===== config.mk =====
export PLATFORM = sky130hd
export DESIGN_NAME = sum_check_frame_deframer
export DESIGN_NICKNAME = d
export VERILOG_FILES = /design/src/sv/sfd_pkg.sv /design/src/sv/sum_check_frame_deframer.sv /design/src/sv/sfd_payload_mem.sv /design/src/sv/sfd_parser.sv /design/src/sv/sfd_drain.sv
export SDC_FILE = /design/constraint.sdc
export NUM_CORES = 1
export LEC_CHECK = 0
export ABC_AREA = 1
export ABC_CLOCK_PERIOD_IN_PS = 7800
export BUFFER_PORTS_ARGS = -buffer_cell sky130_fd_sc_hd__buf_2
export CAP_MARGIN = 0
export CELL_PAD_IN_SITES_DETAIL_PLACEMENT = 1
export CELL_PAD_IN_SITES_GLOBAL_PLACEMENT = 2
export CORE_MARGIN = 1.5
export CORE_UTILIZATION = 42
export DETAILED_ROUTE_END_ITERATION = 6
export PLACE_DENSITY_LB_ADDON = 0.1
export SETUP_SLACK_MARGIN = 0.1
export SLEW_MARGIN = 15
export SYNTH_ARGS = -nofsm -noshare
export SYNTH_HDL_FRONTEND = slang
export SYNTH_HIERARCHICAL = 1
export SYNTH_SLANG_ARGS = --single-unit

===== constraint.sdc =====
create_clock -name clk -period 7.8 [get_ports clk]
set_input_delay 1.56 -clock clk [delete_from_list [all_inputs] [get_ports clk]]
set_output_delay 1.56 -clock clk [all_outputs]
set_load 0.01 [all_outputs]

===== src/sv/sfd_pkg.sv =====
// Shared constants and types of the sum-check frame deframer.
`default_nettype none

package sfd_pkg;

	// Frame marker bytes.
	localparam logic [7:0] HDR0     = 8'hBB;
	localparam logic [7:0] HDR1     = 8'h10;
	localparam logic [7:0] HDR2     = 8'hF1;
	localparam logic [7:0] END_MARK = 8'hEE;
	localparam logic [7:0] EXT_FUNC = 8'h30;

	// Frame lengths and defaults.
	localparam logic [7:0]  BASIC_LEN     = 8'd8;
	localparam logic [7:0]  EXT_OVERHEAD  = 8'd9;
	localparam logic [7:0]  PAYLOAD_START = 8'd6;
	localparam logic [15:0] TIMEOUT_RESET = 16'd100;

	// Input kinds carried on s_tuser.
	localparam logic OP_BYTE = 1'b0;
	localparam logic OP_TICK = 1'b1;

	// Width of the packed result word.
	localparam int TDATA_W = 40;

	// A finished good frame, handed from the parser to the drain.
	typedef struct packed {
		logic       valid;
		logic [7:0] func;
		logic [7:0] sub;
		logic [7:0] len;
	} sfd_frame_t;

endpackage

`default_nettype wire


===== src/sv/sum_check_frame_deframer.sv =====
// Top level of the sum-check frame deframer.
//
//  Channel   Dir  Fields
//  cfg       in   cfg_we, cfg_wdata = timeout_ticks
//  s_axis    in   s_tdata = rx_byte, s_tuser = operation
//  m_axis    out  m_tdata = function_code..payload_byte, m_tuser = has_payload,
//                 m_tlast = last
//
// Bytes and ticks are taken one per cycle while no result run is pending.
// A good frame then holds the input while its run drains: each result word
// takes a payload memory read and then an output state; a frame with an
// empty payload gives one result word and no read. m_tready low stretches
// the output state.
// Reset is asynchronous and clears all control state; the payload store has
// no reset and no clearing pass.
`default_nettype none

module sum_check_frame_deframer #(
	parameter int MAX_PAYLOAD = 64
) (
	input  wire logic                          clk,
	input  wire logic                          arst_n,
	input  wire logic                          cfg_we,
	input  wire logic [15:0]                   cfg_wdata,
	input  wire logic                          s_tvalid,
	output logic                               s_tready,
	input  wire logic [7:0]                    s_tdata,   // rx_byte
	input  wire logic [0:0]                    s_tuser,   // operation
	output logic                               m_tvalid,
	input  wire logic                          m_tready,
	// function_code, sub_code, payload_length, payload_position, payload_byte, 0
	output logic      [sfd_pkg::TDATA_W-1:0]   m_tdata,
	output logic      [0:0]                    m_tuser,   // has_payload
	output logic                               m_tlast
);

	import sfd_pkg::*;

	localparam int AW = (MAX_PAYLOAD > 1) ? $clog2(MAX_PAYLOAD) : 1;

	logic          in_fire;
	logic          busy;
	logic          wr_en;
	logic [AW-1:0] wr_addr;
	logic [7:0]    wr_data;
	logic          rd_en;
	logic [AW-1:0] rd_addr;
	logic [7:0]    rd_data;
	sfd_frame_t    frame;

	// Input words wait while a run drains.
	assign s_tready = !busy;
	assign in_fire  = s_tvalid && s_tready;

	sfd_parser #(
		.MAX_PAYLOAD (MAX_PAYLOAD),
		.AW          (AW)
	) u_parser (
		.clk       (clk),
		.arst_n    (arst_n),
		.cfg_we    (cfg_we),
		.cfg_wdata (cfg_wdata),
		.in_fire   (in_fire),
		.in_op     (s_tuser[0]),
		.in_byte   (s_tdata),
		.wr_en     (wr_en),
		.wr_addr   (wr_addr),
		.wr_data   (wr_data),
		.frame     (frame)
	);

	sfd_payload_mem #(
		.DEPTH (MAX_PAYLOAD),
		.AW    (AW)
	) u_mem (
		.clk     (clk),
		.wr_en   (wr_en),
		.wr_addr (wr_addr),
		.wr_data (wr_data),
		.rd_en   (rd_en),
		.rd_addr (rd_addr),
		.rd_data (rd_data)
	);

	sfd_drain #(
		.AW (AW)
	) u_drain (
		.clk      (clk),
		.arst_n   (arst_n),
		.frame    (frame),
		.rd_data  (rd_data),
		.rd_en    (rd_en),
		.rd_addr  (rd_addr),
		.busy     (busy),
		.m_tvalid (m_tvalid),
		.m_tready (m_tready),
		.m_tdata  (m_tdata),
		.m_tuser  (m_tuser),
		.m_tlast  (m_tlast)
	);

endmodule

`default_nettype wire


===== src/sv/sfd_payload_mem.sv =====
// Payload byte store: one write port and one registered read port.
`default_nettype none

module sfd_payload_mem #(
	parameter int DEPTH = 64,
	parameter int AW    = 6
) (
	input  wire logic          clk,
	input  wire logic          wr_en,
	input  wire logic [AW-1:0] wr_addr,
	input  wire logic [7:0]    wr_data,
	input  wire logic          rd_en,
	input  wire logic [AW-1:0] rd_addr,
	output logic      [7:0]    rd_data
);

	logic [7:0] mem_q [DEPTH];
	logic [7:0] rd_data_q;

	// Write port.
	always_ff @(posedge clk) begin
		if (wr_en) begin
			mem_q[wr_addr] <= wr_data;
		end
	end

	// Registered read port; data holds until the next read.
	always_ff @(posedge clk) begin
		if (rd_en) begin
			rd_data_q <= mem_q[rd_addr];
		end
	end

	assign rd_data = rd_data_q;

endmodule

`default_nettype wire


===== src/sv/sfd_parser.sv =====
// Frame parser: header hunt, timeout, checksums and payload writes.
`default_nettype none

module sfd_parser #(
	parameter int MAX_PAYLOAD = 64,
	parameter int AW          = 6
) (
	input  wire logic               clk,
	input  wire logic               arst_n,
	input  wire logic               cfg_we,
	input  wire logic [15:0]        cfg_wdata,
	input  wire logic               in_fire,
	input  wire logic               in_op,
	input  wire logic [7:0]         in_byte,
	output logic                    wr_en,
	output logic      [AW-1:0]      wr_addr,
	output logic      [7:0]         wr_data,
	output sfd_pkg::sfd_frame_t     frame
);

	import sfd_pkg::*;

	localparam logic [7:0] MAX_LEN = 8'(MAX_PAYLOAD);

	logic [15:0] timeout_q;
	logic [7:0]  pos_q, pos_d;
	logic [7:0]  exp_q, exp_d;
	logic [16:0] idle_q, idle_d;
	logic [7:0]  sc_q, sc_d;
	logic [7:0]  ac_q, ac_d;
	logic        ok_q, ok_d;
	logic [7:0]  func_q, func_d;
	logic [7:0]  sub_q, sub_d;
	logic [7:0]  len_q, len_d;
	logic        timed_out;

	// Timeout register.
	always_ff @(posedge clk or negedge arst_n) begin
		if (!arst_n) begin
			timeout_q <= TIMEOUT_RESET;
		end else if (cfg_we) begin
			timeout_q <= cfg_wdata;
		end
	end

	assign timed_out = (pos_q != 8'd0) && (idle_q > {1'b0, timeout_q});

	// Next-state logic for one byte or tick.
	always_comb begin
		logic [7:0] pos_c;
		logic [7:0] exp_c;
		logic [7:0] p;
		logic [7:0] pnext;
		logic [7:0] func_c;
		logic [7:0] len_c;
		logic [7:0] exp_n;
		logic       ok_c;

		pos_d   = pos_q;
		exp_d   = exp_q;
		idle_d  = idle_q;
		sc_d    = sc_q;
		ac_d    = ac_q;
		ok_d    = ok_q;
		func_d  = func_q;
		sub_d   = sub_q;
		len_d   = len_q;
		wr_en   = 1'b0;
		wr_addr = '0;
		wr_data = in_byte;
		frame   = '0;
		pos_c   = timed_out ? 8'd0 : pos_q;
		exp_c   = timed_out ? 8'd0 : exp_q;
		p       = pos_c;
		pnext   = pos_c + 8'd1;
		func_c  = (pos_c == 8'd3) ? in_byte : func_q;
		len_c   = len_q;
		exp_n   = exp_c;
		ok_c    = ok_q;

		if (in_fire && in_op == OP_TICK) begin
			if (idle_q != '1) begin
				idle_d = idle_q + 17'd1;
			end
		end else if (in_fire) begin
			idle_d = '0;
			pos_d  = pos_c;
			exp_d  = exp_c;
			if (pos_c == 8'd0 ||
			    (pos_c == 8'd1 && in_byte != HDR1) ||
			    (pos_c == 8'd2 && in_byte != HDR2)) begin
				// Hunting, or a header byte missed: resynchronize.
				if (in_byte == HDR0) begin
					pos_d = 8'd1;
					exp_d = 8'd0;
					sc_d  = HDR0;
					ac_d  = HDR0;
					ok_d  = 1'b1;
				end else begin
					pos_d = 8'd0;
				end
			end else begin
				pos_d  = pnext;
				func_d = func_c;
				if (p == 8'd4) begin
					sub_d = in_byte;
				end
				if (pnext == 8'd4 && func_c != EXT_FUNC) begin
					exp_n = BASIC_LEN;
					len_c = 8'd0;
				end else if (pnext == 8'd6 && func_c == EXT_FUNC &&
				             in_byte <= MAX_LEN) begin
					len_c = in_byte;
					exp_n = EXT_OVERHEAD + in_byte;
				end

				if (pnext == 8'd6 && func_c == EXT_FUNC && in_byte > MAX_LEN) begin
					// Oversized length: drop the frame.
					pos_d = 8'd0;
					exp_d = 8'd0;
				end else begin
					len_d = len_c;
					exp_d = exp_n;

					// Payload bytes go to the store.
					if (p >= PAYLOAD_START && func_c == EXT_FUNC &&
					    p < PAYLOAD_START + len_c) begin
						wr_en   = 1'b1;
						wr_addr = AW'(p - PAYLOAD_START);
					end

					// End byte and check bytes.
					if (exp_n >= 8'd3) begin
						if (p == exp_n - 8'd3) begin
							ok_c = ok_q && (in_byte == END_MARK);
						end else if (p == exp_n - 8'd2) begin
							ok_c = ok_q && (in_byte == sc_q);
						end else if (p == exp_n - 8'd1) begin
							ok_c = ok_q && (in_byte == ac_q);
						end
					end
					ok_d = ok_c;

					// Running sum and sum of sums.
					if (p < 8'd6 || (exp_n >= 8'd2 && p < exp_n - 8'd2)) begin
						sc_d = sc_q + in_byte;
						ac_d = ac_q + sc_q + in_byte;
					end

					// Frame complete.
					if (exp_n != 8'd0 && pnext >= exp_n) begin
						pos_d       = 8'd0;
						exp_d       = 8'd0;
						frame.valid = ok_c;
						frame.func  = func_c;
						frame.sub   = sub_d;
						frame.len   = len_c;
					end
				end
			end
		end
	end

	// Control state.
	always_ff @(posedge clk or negedge arst_n) begin
		if (!arst_n) begin
			pos_q  <= 8'd0;
			exp_q  <= 8'd0;
			idle_q <= '0;
			sc_q   <= 8'd0;
			ac_q   <= 8'd0;
			ok_q   <= 1'b0;
			func_q <= 8'd0;
			sub_q  <= 8'd0;
			len_q  <= 8'd0;
		end else begin
			pos_q  <= pos_d;
			exp_q  <= exp_d;
			idle_q <= idle_d;
			sc_q   <= sc_d;
			ac_q   <= ac_d;
			ok_q   <= ok_d;
			func_q <= func_d;
			sub_q  <= sub_d;
			len_q  <= len_d;
		end
	end

`ifndef SYNTH
	// Once the length is known, the position stays below it.
	a_pos_below_len: assert property (@(posedge clk) disable iff (!arst_n)
		exp_q != 8'd0 |-> pos_q < exp_q)
		else $error("frame position reached the frame length");

	// Payload writes stay inside the announced payload.
	a_wr_in_payload: assert property (@(posedge clk) disable iff (!arst_n)
		wr_en |-> (8'(wr_addr) < len_d && len_d <= MAX_LEN))
		else $error("payload write outside the payload");

	// A reported frame restarts the hunt.
	a_done_restarts: assert property (@(posedge clk) disable iff (!arst_n)
		frame.valid |=> pos_q == 8'd0 && exp_q == 8'd0)
		else $error("frame reported without returning to the hunt");
`endif

endmodule

`default_nettype wire


===== src/sv/sfd_drain.sv =====
// Result drain: reads the payload store and presents one result word at a time.
`default_nettype none

module sfd_drain #(
	parameter int AW = 6
) (
	input  wire logic                          clk,
	input  wire logic                          arst_n,
	input  wire sfd_pkg::sfd_frame_t           frame,
	input  wire logic [7:0]                    rd_data,
	output logic                               rd_en,
	output logic      [AW-1:0]                 rd_addr,
	output logic                               busy,
	output logic                               m_tvalid,
	input  wire logic                          m_tready,
	output logic      [sfd_pkg::TDATA_W-1:0]   m_tdata,
	output logic      [0:0]                    m_tuser,
	output logic                               m_tlast
);

	import sfd_pkg::*;

	typedef enum logic [2:0] {
		ST_IDLE = 3'b001,
		ST_READ = 3'b010,
		ST_OUT  = 3'b100
	} drain_state_t;

	drain_state_t    state_q, state_d;
	logic [AW-1:0]   idx_q;
	logic [7:0]      func_q;
	logic [7:0]      sub_q;
	logic [7:0]      len_q;
	logic            has_q;
	logic [7:0]      idx8;
	logic            last;

	assign idx8 = 8'(idx_q);
	assign last = !has_q || (idx8 + 8'd1 == len_q);

	// Sequencer: one memory read, then one result word; an empty payload gives its word with no read.
	always_comb begin
		state_d = state_q;
		rd_en   = 1'b0;
		rd_addr = '0;
		case (state_q)
			ST_IDLE: begin
				if (frame.valid) begin
					if (frame.len == 8'd0) begin
						state_d = ST_OUT;
					end else begin
						rd_en   = 1'b1;
						state_d = ST_READ;
					end
				end
			end
			ST_READ: begin
				state_d = ST_OUT;
			end
			ST_OUT: begin
				if (m_tready) begin
					if (last) begin
						state_d = ST_IDLE;
					end else begin
						rd_en   = 1'b1;
						rd_addr = AW'(idx_q + 1'b1);
						state_d = ST_READ;
					end
				end
			end
			default: begin
				state_d = ST_IDLE;
			end
		endcase
	end

	// State register.
	always_ff @(posedge clk or negedge arst_n) begin
		if (!arst_n) begin
			state_q <= ST_IDLE;
		end else begin
			state_q <= state_d;
		end
	end

	// Frame header fields and word index.
	always_ff @(posedge clk) begin
		if (state_q == ST_IDLE && frame.valid) begin
			func_q <= frame.func;
			sub_q  <= frame.sub;
			len_q  <= frame.len;
			has_q  <= frame.len != 8'd0;
			idx_q  <= '0;
		end else if (state_q == ST_OUT && m_tready && !last) begin
			idx_q <= AW'(idx_q + 1'b1);
		end
	end

	// Result word.
	assign busy     = state_q != ST_IDLE;
	assign m_tvalid = state_q == ST_OUT;
	assign m_tlast  = last;
	assign m_tuser  = has_q;
	assign m_tdata  = {3'b000,
	                   has_q ? rd_data : 8'd0,
	                   idx8[5:0],
	                   len_q[6:0],
	                   sub_q,
	                   func_q};

`ifndef SYNTH
	// The parser only reports a frame while the drain is free.
	a_frame_when_idle: assert property (@(posedge clk) disable iff (!arst_n)
		frame.valid |-> state_q == ST_IDLE)
		else $error("frame reported while a run is still draining");

	// Every read state follows a read request.
	a_read_issued: assert property (@(posedge clk) disable iff (!arst_n)
		state_q == ST_READ |-> $past(rd_en))
		else $error("read state without a memory read");

	// The word index never passes the payload length.
	a_idx_in_range: assert property (@(posedge clk) disable iff (!arst_n)
		(state_q == ST_OUT && has_q) |-> idx8 < len_q)
		else $error("payload index beyond payload length");
`endif

endmodule

`default_nettype wire

After elaboration in Yosys (flattened, before gate mapping):

Memory sizes are Yosys's and may differ from the RTL's. A register that Yosys moved wholly into a read port is not among the register bits.
Cells that the tools add are included.

* bits in registers: 124
* memory bits (writable): 512
* output and inout bits: 44
* word-level logic and storage cells: 184
* memories kept: 1

* add/subtract/negate cells: 13
* order comparisons: 10
* equality and inequality tests: 28
* muxes and demuxes: 70
* bitwise operators: 5
* reduce and logical (&&, ||, !) cells: 41

Memory list
* u_mem.mem_q: depth 64, bits a word 8, rd ports 1, clocked after Yosys merged registers in 1, write ports 1, RTL line sfd_payload_mem.sv:17 `logic [7:0] mem_q [DEPTH];`

Operators by type and width (number)
* 8-bit two-way mux: 29
* 25-bit two-way mux: 5
* 17-bit two-way mux: 3
* 8-bit equality test: 6
* 6-bit two-way mux: 8
* 8-bit adder: 3
* 8-bit by 3-bit equality test with 1-bit output, second input constant: 3
* 8-bit nonzero test: 3
* 1-bit logical AND: 19
* 1-bit two-way mux: 19
* 17-bit by 1-bit adder with 17-bit output, second input constant: 1
* 17-bit by 16-bit > comparator with 1-bit output: 1
* 17-bit != test, second input constant: 1
* 8-bit by 2-bit equality test with 1-bit output, second input constant: 2
* 8-bit equality test, second input constant: 2
* 8-bit by 2-bit greater-or-equal comparator with 1-bit output, second input constant: 2
* 8-bit zero test: 2
* 8-bit < comparator: 2
* 8-bit by 2-bit subtractor with 8-bit output, second input constant: 2
* 3-bit two-way mux: 3
* 3-bit one-hot mux with 3 select lines: 1
* 3-bit by 8-bit adder with 8-bit output, first input constant: 1
* 4-bit by 8-bit adder with 8-bit output, first input constant: 1
* 8-bit by 1-bit adder with 8-bit output, second input constant: 1
* 31 further kinds: 47

Logic depth before layout (Yosys ltp):

Gate-level depths: netlist of run 1.

* depth in word-level cells: 28
* mapped depth: 47

Cells and area by module:

The synthesis of run 1 kept the hierarchy.

By module, submodules not included
* sfd_payload_mem: instances 1, cells each 1805, area an instance 21419.3 um^2, sequential area each 15615.0 um^2
* sfd_parser: instances 1, cells each 1050, area an instance 7906.3 um^2, sequential area each 2255.9 um^2
* sfd_drain: instances 1, cells each 179, area an instance 1661.6 um^2, sequential area each 947.2 um^2
* sum_check_frame_deframer: instances 1, cells each 3, area an instance 13.8 um^2, sequential area each 0.0 um^2

Worst setup path before layout of run 1:

OpenSTA, ideal clock, no wires.

* path type: reg2reg
* start point: register u_parser.timeout_q[6]
* end point: memory u_mem.mem_q[52][0], enable pin
* library setup time: 0.395 ns
* arrival time: 6.557 ns
* data required time: 7.405 ns
* path slack: 0.848 ns
* stages on the path, launching flop included: 40
* buffers on the path: 2
* period minus slack after synthesis: 6.952 ns
* path through: dfstp_2 > inv_1 > ha_1 > nand2_1 > nor2_2 > nand2_1 > nor2_1 > nand2_1 > nand3_2 > nand2_8 > inv_2 > nor2_1 > ha_1 > nand3_2 > nor2_1 > nand2_1 > nand2_1 > nand2_1 > [4 not listed] > or2_2 > o211ai_2 > ha_1 > inv_1 > nand2_1 > nor3_1 > xor2_1 > ha_1 > a21oi_1 > o211ai_1 > inv_1 > o2111ai_1 > a21oi_2 > inv_1 > nor2_1 > clkbuf_1 > inv_1 > nor4_1

* word-level cells in the longest chain between the ends: 23

Ends and longest elaborated chain
* from (decl): RTL line sfd_parser.sv:25 `logic [15:0] timeout_q;`
* from (signal assigned): RTL line sfd_parser.sv:42 `timeout_q <= cfg_wdata;`
* 17-bit by 16-bit > comparator with 1-bit output (*): RTL line sfd_parser.sv:46 `assign timed_out = (pos_q != 8'd0) && (idle_q > {1'b0, timeout_q});`
* 1-bit logical AND (*): RTL line sfd_parser.sv:46
* 8-bit two-way mux (*): RTL line sfd_parser.sv:72 `pos_c = timed_out ? 8'd0 : pos_q;`
* branches (longest 15 deep; another with 8-bit by 1-bit adder with 8-bit output)
* 1-bit two-way mux (*): RTL line sfd_parser.sv:89 `if (pos_c == 8'd0 ||`
* 1-bit two-way mux (*): RTL line sfd_parser.sv:85 `end else if (in_fire) begin`
* 1-bit two-way mux (*): RTL line sfd_parser.sv:81 `if (in_fire && in_op == OP_TICK) begin`
* named net wr_en: RTL line sum_check_frame_deframer.sv:43 `logic wr_en;`
* 1-bit two-way mux (*): RTL line sfd_payload_mem.sv:22 `if (wr_en) begin`
* 1-bit two-way mux (not written as such) (*): RTL line sfd_payload_mem.sv:23 `mem_q[wr_addr] <= wr_data;`
* to (decl): RTL line sfd_payload_mem.sv:17

Mark *: on every way through the listed nets, which the timed path passes. The select of a mux whose other input is x is not followed.

Worst setup path after layout of run 1:

* start point: register u_parser.timeout_q[6]
* end point: memory u_mem.mem_q[63][2], enable pin

Same word-level chain as after synthesis.

==> results of run 1 <==
## sequential cells by signal (all words and copies together) (netlist names)
name                count
u_drain/state_q         3
u_parser/timeout_q     16
u_parser/ok_q           1
u_parser/len_q          8
u_mem/mem_q           512
u_parser/func_q         8
u_parser/exp_q          8
u_drain/idx_q           6
u_parser/pos_q          8
u_parser/ac_q           8
u_parser/sub_q          8
u_drain/func_q          8
u_mem/rd_data           8
u_parser/sc_q           8
u_drain/sub_q           8
u_drain/m_tuser         1
u_drain/len_q           8
u_parser/idle_q        17
## cell usage in the layout (no fill, tap or decap), types with 14 or more instances in the layout
cell type / instances
nand4_1: 36
o21ai_0: 81
nor2_2: 42
inv_2: 14
ha_1: 73
edfxtp_1: 545
nand2_2: 19
nor3_1: 15
buf_4: 65
dfrtp_1: 89
clkbuf_1: 21
clkbuf_16: 78
buf_2: 68
inv_1: 166
nand2_1: 921
nand3_1: 486
nor2_4: 34
xnor2_1: 18
nor2_1: 112
a21oi_1: 38
xor2_1: 24
## report_power, final
part / switching, mW / total, mW / internal [mW]
logic: 1.65 / 2.39 / 0.746
clock network: 1.38 / 3.42 / 2.04
registers: 0.111 / 3.98 / 3.87
## critical path: cells and delay by family (launching register included)
family          cells  cell delay, ns
simple gates       21            3.08
compound gates      6            1.16
fa+ha+maj           4            1.06
buf+inv             8            0.91
flops               1            0.51
xor+xnor            1            0.18
## path summary, 6_finish.rpt
check,endpoint,cells after the start,slack (ns)
max reg2reg,u_mem/mem_q[63][2],40,0.51
min reg2reg,u_parser/len_q[1],2,0.50
max,u_mem/mem_q[63][2],40,0.51
max in group asynchronous,u_parser/idle_q[4],2,5.59
min,u_parser/len_q[1],2,0.50
min in group asynchronous,u_parser/sub_q[4],1,0.93
## cell type report
type | count | area [um^2] | area share
flip-flops and latches | 644 | 18800 | 0.543
multi-input cells | 2044 | 10700 | 0.308
clock buffers | 104 | 2100 | 0.0605
well taps | 959 | 1200 | 0.0346
repair buffers | 135 | 876 | 0.0252
clock inverters | 28 | 280 | 0.00808
inverters | 188 | 724 | 0.0209
## kinds of logic (layout without fill, tap and decap cells)
kind of cell               Yosys count  after routing  share of synthesized area
AOI/OAI and AO/OA                  193            193                     0.0389
xor gates and xnor gates            42             42                     0.0119
adders and majority gates           82             82                     0.0353
buffers and inverters              351            455                     0.0595
DFF                                644            644                      0.607
muxes                                3              3                    0.00101
other                                1              3                   0.000121
and+or+nand+nor                   1721           1721                      0.246
## timing repair
item / in CTS / in global routing
setup buffers: 0 / 3
setup endpoints to repair: 0 / 520
gates resized for setup: 0 / 94
## metal layers
| metal | track usage | part of all wire |
|---|---|---|
| met4 | 0.0820 | 0.027 |
| met2 | 0.421 | 0.50 |
| met5 | 0 | 0.00012 |
| met1 | 0.320 | 0.43 |
| met3 | 0.0361 | 0.041 |
## stage by stage
step,power (mW),std cells
after floorplan,5.67,3039
after global placement,6.36,3966
after CTS,9.88,4098
final,9.80,4102
after global routing,10.3,4102
after detailed placement,6.43,3966
==> metrics.txt, run 1 <==
total iterations of the first detailed-routing run 5; worst hold slack 0.498 ns; Area growth, synth to finish 11.9%; Clock Latency Late Sink about 0.61 ns; Tcrit/Tclk final 0.935; initial antenna violation count 1; power per cell area roughly 280 nW/um^2; status finished clean; crit path kind register to register; slew at the pin closest to its max-slew limit 1.06 ns; top cells by count, synth 922 x nand2_1, 545 x edfxtp_1, 493 x nand3_1, 171 x inv_1, 166 x nor2_1; endpoint class of the critical path register; Critical Path RT approximately 8.0 ns; Min-Delay Startpoint u_parser/len_q[1]; CP startpoint kind register; die width 275 um; max cap viols 0; RD Place Congestion 0.889; critical path's slowest cell nor2_2; ys async rst share 0.144; Critical Path AT about 7.5 ns; IO Count 74; IO Port Bufs 70; # setup viols final 0; # clock sinks 644; fin crit period 7.29 ns; Hold Crit Class register to register; synth unique cells between 70 and 80; Cell Rows between 90 and 100; worst rel slew slack 0.287; Avg WL per Cell roughly 22 um; clock skew ~0.025 ns; n_diodes 0; H-tree depth 3; share of the synthesized area in the top cell type 0.528; total grt overflow 0; drt total wl about 92000 um; leakage power about 14 nW; Post-DRT Antenna Nets 0; post-synth top area cell edfxtp_1; largest cells by area after synthesis edfxtp_1 53%, nand2_1 11%, nand3_1 8.0%; vias in the first global route about 23000; DRC Markers 0; final instance area about 35000 um^2; initial DRC count 1599; die height 275 um; Post-DP Area about 32000 um^2; register area share after synthesis 0.607; number of synthesized flops with an enable pin between 500 and 600; critical path launch point u_parser/timeout_q[6]; die area around 75000 um^2; final hold vios 0; Final Util 0.475; layout cells sized above 1 0.135; most common cell in the netlist nand2_1; Yosys Warn Count 6; FILL cells around 8000; CTS Hold Buffers Added 0; Mean Syn Cell Area 10.2 um^2; Synth Cell Area between 30000 and 40000 um^2; Worst R2R Start u_parser/timeout_q[6]; Main synth FF type edfxtp_1; Sum Neg Setup Slack 0 ns; Worst-path clk slew approximately 0.06 ns; Longest Clk Path Bufs 3; largest net degree at the start of global routing 155; worst vdd ir ~0.39 mV; Post-Syn Instances between 3000 and 4000; Pins Over Slew Limit 0; CP max stage delay approximately 0.54 ns; GRT Overall Usage 0.246; CP Max Fanout 18; post-DR vias/cell roughly 5.4; pre-CTS WS between 0.2 and 0.25 ns; Root Buffer Master clkbuf_16; Core ar. between 70000 and 80000 um^2; Max Clk Rate roughly 140 MHz; TritonCTS Buffers 73; vias about 22000; nets roughly 3200; Worst path most repeated cell nand2_1; final setup margin between 0.5 and 0.6 ns; synthesized flop and latch total between 600 and 700; CTS tree done; Initial Util 0.425; first-pass GRT wire length approximately 140000 um; hpwl dp 58400 um; RSZ-0062 raised after global routing yes
Note: power is estimated with default switching activity, not from simulation.
==> run 2: changes to the inputs <==
--- a/config.mk
+++ b/config.mk
@@ -14,7 +14,7 @@
 export CORE_MARGIN = 1.5
 export CORE_UTILIZATION = 42
 export DETAILED_ROUTE_END_ITERATION = 6
-export PLACE_DENSITY_LB_ADDON = 0.1
+export PLACE_DENSITY = 0.82
 export SETUP_SLACK_MARGIN = 0.1
 export SLEW_MARGIN = 15
 export SYNTH_ARGS = -nofsm -noshare
==> metrics.txt, run 2 (synthesis results as in run 1) <==
biggest regs u_mem/mem_q: 512 flops, u_parser/idle_q: 17 flops, u_parser/timeout_q: 16 flops; CP max stage delay approximately 0.51 ns; first-pass GRT wire length between 100000 and 150000 um; worst vdd ir approximately 0.33 mV; vias in the first global route ~24000; Final Util 0.479; CTS tree done; DRC Markers 0; nets about 3200; Max Clk Rate approximately 140 MHz; Worst path most repeated cell nand2_1; Longest Clk Path Bufs 3; hpwl dp around 58000 um; Critical Path AT 7.61 ns; Cell Rows 99; vias 22300; Tcrit/Tclk final 0.930; initial DRC count roughly 1500; GRT Overall Usage 0.243; total power slightly below 10 mW; total grt overflow 0; power per cell area between 200 and 300 nW/um^2; Root Buffer Master clkbuf_16; max cap viols 0; most common cell after layout, fill and taps aside nand2_1; FF+latch area ~19000 um^2; Avg WL per Cell approximately 22 um; total iterations of the first detailed-routing run 5; final hold vios 0; Hold Crit Class register to register; TritonCTS Buffers 73; status finished clean; clock skew between 0.02 and 0.025 ns; H-tree depth 3; crit path kind register to register; Metal-1 WL 39300 um; RD Place Congestion slightly below 0.9; worst hold slack 0.494 ns; Core ar. 73000 um^2; die area approximately 75000 um^2; cell family with most CP delay simple AND/OR/NAND/NOR gates; layout cells sized above 1 0.138; IO Port Bufs 70; critical path launch point u_parser/timeout_q[6]; leakage power 13.7 nW; max reg flops around 510; CP Max Fanout 18; Post-DRT Antenna Nets 0; Worst-path clk slew about 0.06 ns; RSZ-0062 raised after global routing no; commonest non-fill, non-tap cells in the layout 921 x nand2_1, 545 x edfxtp_1, 486 x nand3_1; critical path's slowest cell dfstp_2; Bufs and invs on worst path 11; n_diodes 0; Critical Path RT between 8 and 9 ns; IO Count 74; Min-Delay Startpoint u_parser/len_q[7]; endpoint class of the critical path register; fin crit period 7.26 ns; Multi-input gate area ~11000 um^2; slew at the pin closest to its max-slew limit roughly 1.2 ns; CTS Hold Buffers Added 0; largest net degree at the start of global routing ~130; Clock Latency Late Sink 0.62 ns; Top Metal Used met4; Area growth, synth to finish 12.8%; die width around 270 um; Biggest register u_mem/mem_q; # setup viols final 0; post-DR vias/cell approximately 5.4; Worst R2R Start u_parser/timeout_q[6]; met2 wire len between 40000 and 50000 um; Initial Util 0.425; CP startpoint kind register; Sum Neg Setup Slack 0 ns; Pins Over Slew Limit 0; # clock sinks 644; FILL cells 8045; die height 275 um; drt total wl ~90000 um; initial antenna violation count 0; worst rel slew slack 0.224; met3 routed WL 3600 um
==> run 2: metrics by stage <==
step	instances	area, um^2	setup slack [ns]
2_1_floorplan	3039	31000	0.848
3_3_place_gp	3973	32000	0.420
3_5_place_dp	3973	32000	0.0730
4_1_cts	4107	34400	0.104
5_1_grt	4116	35000	0.0158
6_report	4116	35000	0.545
==> run 2: final timing paths <==
check                           slack, ns  cells past startpoint                     end
worst max-delay path                 0.54                     43      u_mem/mem_q[52][7]
worst min-delay path                 0.49                      2       u_parser/len_q[7]
worst max register to register       0.54                     43      u_mem/mem_q[52][7]
worst min register to register       0.49                      2       u_parser/len_q[7]
max in group asynchronous            5.64                      2  u_parser/timeout_q[15]
min in group asynchronous            0.94                      1           u_parser/ok_q
==> run 2: cell type report <==
cell class                      instances  share of cell area
Sequential cell                       644               0.538
Multi-Input combinational cell       2044               0.310
Clock buffer                           98              0.0573
Tap cell                              959              0.0343
Timing Repair Buffer                  147              0.0289
Inverter                              188              0.0207
Clock inverter                         36              0.0109
==> run 2: routing by layer <==
| layer | vias up | track usage |
|---|---|---|
| met5 | - | 0 |
| met4 | 0 | 0.0740 |
| met3 | 135 | 0.0312 |
| met2 | 460 | 0.420 |
| met1 | 11200 | 0.319 |
| li1 | 10500 | - |
==> run 2: worst register-to-register path: cells and delay by family, from the launching register on <==
family	cells	cell delay, ns
and+or+nand+nor	21	2.55
xor gates and xnor gates	1	0.20
buffers and inverters	11	1.57
AOI/OAI and AO/OA	6	1.14
adders and majority gates	4	1.07
DFF	1	0.51
==> run 2: repair_timing <==
action	CTS	global route
pin swaps	0	2
buffers inserted	0	7
endpoints found under the setup margin	20	520
gates resized for setup	3	117
==> run 2: power by group <==
part           internal, mW  switching (mW)
combinational         0.753            1.65
clock                  2.02            1.42
sequential             3.87           0.110
